<file path="src/design/text_command_line_decoder_unit_assert.svh">
// assertion macros for the text command line decoder
// no dependencies; expects clk and rst_n in the including module
`ifndef TEXT_COMMAND_LINE_DECODER_UNIT_ASSERT_SVH
`define TEXT_COMMAND_LINE_DECODER_UNIT_ASSERT_SVH
`ifndef SYNTH
// condition implies consequence in the same cycle
`define TCLD_ASSERT_NOW(lbl, ante, cons) \
    lbl: assert property (@(posedge clk) disable iff (!rst_n) (ante) |-> (cons)) \
        else $error("tcld assertion failed");
// condition implies consequence in the next cycle
`define TCLD_ASSERT_NEXT(lbl, ante, cons) \
    lbl: assert property (@(posedge clk) disable iff (!rst_n) (ante) |=> (cons)) \
        else $error("tcld assertion failed");
`else
`define TCLD_ASSERT_NOW(lbl, ante, cons)
`define TCLD_ASSERT_NEXT(lbl, ante, cons)
`endif
`endif

</file>
<file path="src/design/tcld_pkg.sv">
// shared types, byte codes and keyword tables for the command line decoder
// no dependencies
`timescale 1ns / 1ps

package tcld_pkg;

    localparam int LINE_MAX_DEF = 1024;
    localparam int NUM_W        = 31;
    localparam logic [NUM_W-1:0] NUM_MAX = '1;

    localparam int KEY_CNT    = 6;
    localparam int PREFIX_BIT = 5;
    localparam logic [2:0] PREFIX_LEN = 3'd7;

    // command codes reported with each line end or abort
    typedef enum logic [2:0] {
        CMD_NONE    = 3'd0,
        CMD_OFF     = 3'd1,
        CMD_STOP    = 3'd2,
        CMD_START   = 3'd3,
        CMD_SCALE_F = 3'd4,
        CMD_SCALE_C = 3'd5,
        CMD_PERIOD  = 3'd6,
        CMD_ABORT   = 3'd7
    } cmd_t;

    // number parser phase
    typedef enum logic [1:0] {
        PH_SKIP   = 2'd0,
        PH_DIGITS = 2'd1,
        PH_DONE   = 2'd2
    } phase_t;

    typedef struct packed {
        phase_t            phase;
        logic              negative;
        logic [NUM_W-1:0]  acc;
    } num_state_t;

    // byte codes
    localparam logic [7:0] CH_ETX   = 8'd3;
    localparam logic [7:0] CH_TAB   = 8'd9;
    localparam logic [7:0] CH_LF    = 8'd10;
    localparam logic [7:0] CH_VT    = 8'd11;
    localparam logic [7:0] CH_FF    = 8'd12;
    localparam logic [7:0] CH_CR    = 8'd13;
    localparam logic [7:0] CH_SPACE = 8'd32;
    localparam logic [7:0] CH_PLUS  = 8'd43;
    localparam logic [7:0] CH_MINUS = 8'd45;
    localparam logic [7:0] CH_ZERO  = 8'd48;
    localparam logic [7:0] CH_NINE  = 8'd57;

    // keyword text, right aligned, first character in the highest used byte
    localparam logic [55:0] KEY_TEXT [KEY_CNT] = '{
        56'("OFF"), 56'("STOP"), 56'("START"),
        56'("SCALE=F"), 56'("SCALE=C"), 56'("PERIOD=")
    };
    localparam logic [2:0] KEY_LEN [KEY_CNT] = '{
        3'd3, 3'd4, 3'd5, 3'd7, 3'd7, 3'd7
    };

    // character of keyword k at position pos (pos below the keyword length)
    function automatic logic [7:0] key_char(input int k, input logic [2:0] pos);
        logic [2:0] sh;
        sh = KEY_LEN[k] - pos - 3'd1;
        return KEY_TEXT[k][sh*8 +: 8];
    endfunction

endpackage

</file>
<file path="src/design/text_command_line_decoder_unit.sv">
// top level of the text command line decoder: input register, line matcher,
// settings registers and result register; depends on tcld_pkg, tcld_number
// A line end or abort byte passes through the input register, and its report is loaded into the result register.
// Throughput: one byte per cycle while out_stall does not hold the result register,
// with the combinational match and multiply-by-ten accumulate between the input and result registers.
// Reset: period 1, running, Fahrenheit, not halted, empty line.
`timescale 1ns / 1ps
`include "text_command_line_decoder_unit_assert.svh"

module text_command_line_decoder_unit
    import tcld_pkg::*;
#(
    parameter int LINE_MAX = LINE_MAX_DEF
)
(
    input  logic             clk,
    input  logic             rst_n,
    input  logic             in_valid,
    output logic             in_stall,
    input  logic [7:0]       data_byte,
    output logic             out_valid,
    input  logic             out_stall,
    output logic [2:0]       command_code,
    output logic [NUM_W-1:0] period_out,
    output logic             running_out,
    output logic             celsius_out
);

    localparam int POS_W = $clog2(LINE_MAX + 1);
    localparam logic [POS_W-1:0] POS_LIMIT = POS_W'(LINE_MAX);

    // input register
    logic             in_full_reg;
    logic [7:0]       byte_reg;

    // line and settings state
    logic [POS_W-1:0]   pos_reg, pos_next;
    logic [KEY_CNT-1:0] cand_reg, cand_next;
    num_state_t         num_reg, num_next, num_step;
    logic [NUM_W-1:0]   period_reg, period_next;
    logic               running_reg, running_next;
    logic               celsius_reg, celsius_next;
    logic               halted_reg, halted_next;

    // result register
    logic               out_valid_reg;
    cmd_t               code_reg;
    logic [NUM_W-1:0]   period_out_reg;
    logic               running_out_reg;
    logic               celsius_out_reg;

    logic               advance;
    logic               proc;
    logic               res_load;
    cmd_t               res_code;

    // pipeline moves when the result register is free or being taken
    assign advance  = !out_valid_reg || !out_stall;
    assign in_stall = in_full_reg && !advance;
    assign proc     = in_full_reg && advance;

    // input register
    always_ff @(posedge clk or negedge rst_n)
    begin
        if (!rst_n)
        begin
            in_full_reg <= 1'b0;
        end
        else if (!in_stall)
        begin
            in_full_reg <= in_valid;
        end
    end

    always_ff @(posedge clk)
    begin
        if (in_valid && !in_stall)
        begin
            byte_reg <= data_byte;
        end
    end

    // number parser step
    tcld_number u_number (
        .data_byte (byte_reg),
        .cur       (num_reg),
        .nxt       (num_step)
    );

    // byte processing: abort, line end or ordinary line byte
    always_comb
    begin
        pos_next     = pos_reg;
        cand_next    = cand_reg;
        num_next     = num_reg;
        period_next  = period_reg;
        running_next = running_reg;
        celsius_next = celsius_reg;
        halted_next  = halted_reg;
        res_load     = 1'b0;
        res_code     = CMD_NONE;

        if (proc && !halted_reg)
        begin
            if (byte_reg == CH_ETX)
            begin
                halted_next = 1'b1;
                res_load    = 1'b1;
                res_code    = CMD_ABORT;
            end
            else if (byte_reg == CH_LF || byte_reg == CH_CR)
            begin
                // match the finished line
                if (pos_reg != '0 && pos_reg < POS_LIMIT)
                begin
                    for (int k = 0; k < PREFIX_BIT; k++)
                    begin
                        if (res_code == CMD_NONE && cand_reg[k]
                            && pos_reg == POS_W'(KEY_LEN[k]))
                        begin
                            res_code = cmd_t'(3'(k + 1));
                        end
                    end
                    if (res_code == CMD_NONE && cand_reg[PREFIX_BIT]
                        && pos_reg >= POS_W'(PREFIX_LEN))
                    begin
                        res_code = CMD_PERIOD;
                    end
                end

                // apply the command
                unique case (res_code)
                    CMD_OFF:     halted_next  = 1'b1;
                    CMD_STOP:    running_next = 1'b0;
                    CMD_START:   running_next = 1'b1;
                    CMD_SCALE_F: celsius_next = 1'b0;
                    CMD_SCALE_C: celsius_next = 1'b1;
                    CMD_PERIOD:  period_next  = num_reg.negative ? '0 : num_reg.acc;
                    default:     period_next  = period_reg;
                endcase

                // fresh line
                pos_next  = '0;
                cand_next = '1;
                num_next  = '{phase: PH_SKIP, negative: 1'b0, acc: '0};
                res_load  = 1'b1;
            end
            else
            begin
                // drop keywords that no longer match
                for (int k = 0; k < KEY_CNT; k++)
                begin
                    if (pos_reg < POS_W'(KEY_LEN[k]))
                    begin
                        if (key_char(k, pos_reg[2:0]) != byte_reg)
                        begin
                            cand_next[k] = 1'b0;
                        end
                    end
                    else if (k != PREFIX_BIT)
                    begin
                        cand_next[k] = 1'b0;
                    end
                end
                if (pos_reg >= POS_W'(PREFIX_LEN))
                begin
                    num_next = num_step;
                end
                if (pos_reg < POS_LIMIT)
                begin
                    pos_next = pos_reg + POS_W'(1);
                end
            end
        end
    end

    // line and settings registers
    always_ff @(posedge clk or negedge rst_n)
    begin
        if (!rst_n)
        begin
            pos_reg     <= '0;
            cand_reg    <= '1;
            num_reg     <= '{phase: PH_SKIP, negative: 1'b0, acc: '0};
            period_reg  <= NUM_W'(1);
            running_reg <= 1'b1;
            celsius_reg <= 1'b0;
            halted_reg  <= 1'b0;
        end
        else
        begin
            pos_reg     <= pos_next;
            cand_reg    <= cand_next;
            num_reg     <= num_next;
            period_reg  <= period_next;
            running_reg <= running_next;
            celsius_reg <= celsius_next;
            halted_reg  <= halted_next;
        end
    end

    // result register
    always_ff @(posedge clk or negedge rst_n)
    begin
        if (!rst_n)
        begin
            out_valid_reg <= 1'b0;
        end
        else
        begin
            out_valid_reg <= res_load || (out_valid_reg && out_stall);
        end
    end

    always_ff @(posedge clk)
    begin
        if (res_load)
        begin
            code_reg        <= res_code;
            period_out_reg  <= period_next;
            running_out_reg <= running_next;
            celsius_out_reg <= celsius_next;
        end
    end

    assign out_valid    = out_valid_reg;
    assign command_code = code_reg;
    assign period_out   = period_out_reg;
    assign running_out  = running_out_reg;
    assign celsius_out  = celsius_out_reg;

    // checks
    `TCLD_ASSERT_NEXT(a_halt_sticks, halted_reg, halted_reg)
    `TCLD_ASSERT_NEXT(a_off_abort_halts, res_load && (res_code == CMD_OFF || res_code == CMD_ABORT), halted_reg)
    `TCLD_ASSERT_NOW(a_pos_bounded, 1'b1, pos_reg <= POS_LIMIT)
    `TCLD_ASSERT_NOW(a_stall_needs_item, in_stall, in_full_reg)
    `TCLD_ASSERT_NOW(a_no_result_halted, halted_reg, !res_load)

endmodule

</file>
<file path="src/design/tcld_number.sv">
// one byte step of the number parser after the period prefix
// depends on tcld_pkg
`timescale 1ns / 1ps

module tcld_number
    import tcld_pkg::*;
(
    input  logic [7:0]  data_byte,
    input  num_state_t  cur,
    output num_state_t  nxt
);

    localparam int SUM_W = NUM_W + 4;

    logic             digit;
    logic             blank;
    logic             sign;
    logic [SUM_W-1:0] times_ten;
    logic [SUM_W-1:0] sum;

    // class of the incoming byte
    assign digit = (data_byte >= CH_ZERO) && (data_byte <= CH_NINE);
    assign blank = (data_byte == CH_SPACE) || (data_byte == CH_TAB)
                || (data_byte == CH_VT) || (data_byte == CH_FF);
    assign sign  = (data_byte == CH_PLUS) || (data_byte == CH_MINUS);

    // accumulator times ten plus digit, as shift and add
    assign times_ten = SUM_W'({cur.acc, 3'b000}) + SUM_W'({cur.acc, 1'b0});
    assign sum       = times_ten + SUM_W'(data_byte[3:0]);

    // phase transitions with saturation at the field maximum
    always_comb
    begin
        nxt = cur;
        if (cur.phase != PH_DONE)
        begin
            if (digit)
            begin
                nxt.phase = PH_DIGITS;
                nxt.acc   = (sum > SUM_W'(NUM_MAX)) ? NUM_MAX : sum[NUM_W-1:0];
            end
            else if (cur.phase == PH_SKIP && blank)
            begin
                nxt = cur;
            end
            else if (cur.phase == PH_SKIP && sign)
            begin
                nxt.negative = (data_byte == CH_MINUS);
                nxt.phase    = PH_DIGITS;
            end
            else
            begin
                nxt.phase = PH_DONE;
            end
        end
    end

endmodule

</file>
<file path="config.mk">
export PLATFORM = sky130hd
export DESIGN_NAME = text_command_line_decoder_unit
export DESIGN_NICKNAME = d
export VERILOG_FILES = /design/src/design/tcld_pkg.sv /design/src/design/text_command_line_decoder_unit.sv /design/src/design/tcld_number.sv
export VERILOG_INCLUDE_DIRS = /design/src /design/src/design
export SDC_FILE = /design/constraint.sdc
export NUM_CORES = 1
export LEC_CHECK = 0
export BUFFER_PORTS_ARGS = -buffer_cell sky130_fd_sc_hd__clkbuf_2
export CAP_MARGIN = 0
export CELL_PAD_IN_SITES_DETAIL_PLACEMENT = 2
export CELL_PAD_IN_SITES_GLOBAL_PLACEMENT = 2
export CORE_MARGIN = 1.5
export CORE_UTILIZATION = 40
export CTS_CLUSTER_SIZE = 24
export DETAILED_ROUTE_END_ITERATION = 16
export GPL_ROUTABILITY_DRIVEN = 0
export MAX_ROUTING_LAYER = met4
export PLACE_DENSITY_LB_ADDON = 0.1
export SETUP_SLACK_MARGIN = 0.1
export SLEW_MARGIN = 20
export SYNTH_ARGS = -nofsm -noshare
export SYNTH_HDL_FRONTEND = slang
export SYNTH_SLANG_ARGS = --single-unit
</file>
<file path="constraint.sdc">
create_clock -name clk -period 4.95 [get_ports clk]
set_input_delay 0.495 -clock clk [delete_from_list [all_inputs] [get_ports clk]]
set_output_delay 0.495 -clock clk [all_outputs]
set_load 0.02 [all_outputs]
</file>
==> out/qor.csv <==
stage,metric,value,unit
yosys,post-synth design cell area,8170,sq um
placed_design,hpwl dp,16900,um
worst_setup_path,Critical Path AT,4.71,ns
yosys,post-synthesis register bit count,131,
yosys,synthesized area per cell,9.65,sq um
timing,Max Slew Vio Count,0,
worst_setup_path,max incr delay on CP,0.67,ns
timing,Final Hold Vio Count,0,
timing,Final min period,4.34,ns
worst_hold_path,HP Class,in -> reg,
job,max_cap viols,0,
floorplan,die area,21300,sq um
timing,Fin Clk Skew,0.0136,ns
placed_design,placed cell count,1129,
clocking,hold_buf cts,1,
worst_setup_path,Worst setup EP type,flip-flop,
yosys,Synth top area share,24.2,%
yosys,Netlist cell types,68,
timing,Final setup viols,0,
final_layout,Finished Layout Cells,1162,
yosys,post-synthesis sequential area ratio,42.9,%
placed_design,dpl cell area,8570,sq um
power_and_ir_drop,cell-internal power,2210,uW
final_layout,final instance area,9150,sq um
clocking,Clock Latency Late Sink,0.44,ns
yosys,dominant cell by count in the synthesized netlist,nand2_1,
yosys,Post-synth EDFFs,44,
worst_setup_path,CP required,5.31,ns
clocking,CTS tree,yes,
grt,first-pass GRT wire length,40200,um
final_layout,area grow syn2layout,12.0,%
power_and_ir_drop,pwr dens,373,nW/um^2
worst_setup_path,Setup CP Type,reg -> reg,
final_layout,share of layout cells above drive strength 1,17.0,%
grt,pin count of the biggest net entering global routing,63,
grt,vias in the first global route,7511,
grt,GR Overflow Total,0,
detailed_routing,final wirelength,24300,um
final_layout,Final nets,964,
floorplan,Initial Utilization,40.6,%
yosys,Mapped Cells,847,
yosys,most instantiated cells after synthesis,"nand2_1 (136), dfrtp_1 (79), ha_1 (71)",
power_and_ir_drop,sw power,1210,uW
final_layout,# fillers,2151,
timing,RSZ-0062 raised after global routing,false,
grt,initial antenna violation count,0,
worst_setup_path,worst path cell trace,fa_1 -> inv_1 -> fa_1 -> nand2b_1 -> a211oi_2 -> o21ai_0 -> a32oi_2 -> a41oi_1 -> and3_1 -> o21ai_2 -> buf_12 -> o21ai_0 -> nand2_1,
clocking,H-Tree Depth,4,
power_and_ir_drop,clock share of power,36.9,%
floorplan,Ports,50,
yosys,syn nets,932,
timing,post-route clock period utilization,87.7,%
clocking,clk sinks,131,
timing,fmax,0.230,GHz
detailed_routing,Via density,5.68,
clocking,Root Driver,clkbuf_16,
yosys,Main synth FF type,dfrtp_1,
grt,Tot GR Track Use,24.7,%
yosys,Synth area leader,dfrtp_1,
detailed_routing,post-DR wirelength/cell,20.9,um
power_and_ir_drop,Logic pwr share,25.2,%
clocking,post-cts sizing count,0,
detailed_routing,post-route ant nets,0,
run_status,run status,completed,
clocking,Worst-path clk slew,0.07,ns
timing,TNS Setup,0,ns
floorplan,die width,146,um
detailed_routing,drt drc,0,
detailed_routing,drt pass-1 iters,4,
detailed_routing,initial drt markers,238,
detailed_routing,via count,6601,
timing,Worst Tran Pin Value,0.880,ns
clocking,CTS Buf Count,17,
power_and_ir_drop,worst-case vdd ir drop,0.252,mV
floorplan,row cnt,52,
power_and_ir_drop,part of the power in registers,38.0,%
floorplan,Die Ht,146,um
final_layout,max reg flops,34,
power_and_ir_drop,switching share of power,35.3,%
clocking,clock buffer depth,2,
power_and_ir_drop,Pleak,0.00417,uW
clocking,Post-CTS Setup Repair Bufs,0,
timing,slew margin rel.,40.8,%
yosys,Area contributors post-synth,"dfrtp_1 (24%), edfxtp_1 (16%), ha_1 (11%)",
floorplan,core footprint,20100,sq um
worst_setup_path,CP Max Fanout,26,
worst_setup_path,worst path buffer plus inverter count,2,
placed_design,number of port buffers,49,
worst_setup_path,CP Launch Type,flip-flop,
worst_setup_path,Slowest cell on crit path,fa_1,
final_layout,antenna fix cells,0,
worst_setup_path,"delay-heaviest family, CP",compound AO/OA/AOI/OAI gates,
yosys,YS warnings,0,
yosys,ys async rst share,66.4,%
-- stage by stage --
step                hold slack [ns]  total power, uW  util, %  setup WS, ns
floorplan                     0.199             1920        -          1.53
global placement              0.444             2100     42.6         0.875
detailed placement            0.452             2160     42.6         0.648
CTS                           0.215             3450     45.5         0.601
global route                  0.214             3610     45.5         0.268
finish                        0.230             3410     45.5         0.608
-- cell type report --
cell class	count	area [sq um]	share of cell area [%]
Inverter	24	90.1	0.985
Multi-Input combinational cell	647	4310	47.1
Clock buffer	17	425	4.65
Timing Repair Buffer	58	330	3.61
Clock inverter	15	146	1.60
Sequential cell	131	3510	38.4
Tap cell	270	338	3.69
-- cell families (layout without fill, tap and decap cells) --
logic type,count (synthesis),count (layout),share of synthesized area (%)
buffers and inverters,69,114,4.39
adders and majority gates,73,73,11.4
DFF,131,131,42.9
AOI/OAI and AO/OA,219,219,17.8
xor gates and xnor gates,45,45,4.82
and+or+nand+nor,308,308,18.4
muxes,2,2,0.260
-- layer usage --
layer,vias to the layer above,part of all wire [%],GRT usage (%),wire [um]
met2,91,51,42.9,12500
met3,32,2.2,3.48,544
met1,3364,44,29.7,10800
met4,0,1.8,7.91,429
met5,-,0,-,0
li1,3114,-,-,-
-- power by group through the flow --
stage | sequential, uW | clock (uW) | combinational [uW]
floorplan | 1260 | 0 | 664
global placement | 1310 | 0 | 793
detailed placement | 1320 | 0 | 849
CTS | 1300 | 1280 | 869
global route | 1310 | 1330 | 964
finish | 1300 | 1260 | 859
-- path summary, 6_finish.rpt --
path	start	endpoint	slack [ns]	cells after the start
setup / recovery	byte_reg[3]	num_reg[6]	0.61	13
hold / removal	data_byte[2]	byte_reg[2]	0.23	1
setup reg to reg	byte_reg[3]	num_reg[6]	0.61	13
hold reg to reg	period_reg[18]	period_reg[18]	0.47	2
max in group asynchronous	rst_n	num_reg[31]	3.19	3
min in group asynchronous	rst_n	period_reg[17]	0.53	2
-- cell usage in the layout (no fill, tap or decap), types with 12 or more instances in the layout --
cell / n
edfxtp_1: 44
nand3_1: 19
nor3_1: 12
inv_1: 24
dfrtp_1: 78
xnor2_1: 24
clkbuf_16: 17
a21oi_1: 43
nor2_1: 38
ha_1: 71
o21ai_0: 62
clkbuf_2: 48
nand2_1: 136
nand4_1: 14
nand2b_1: 38
a31oi_1: 13
o21ai_2: 41
xor2_1: 21
No activity file was read; power rests on OpenSTA's default activity.
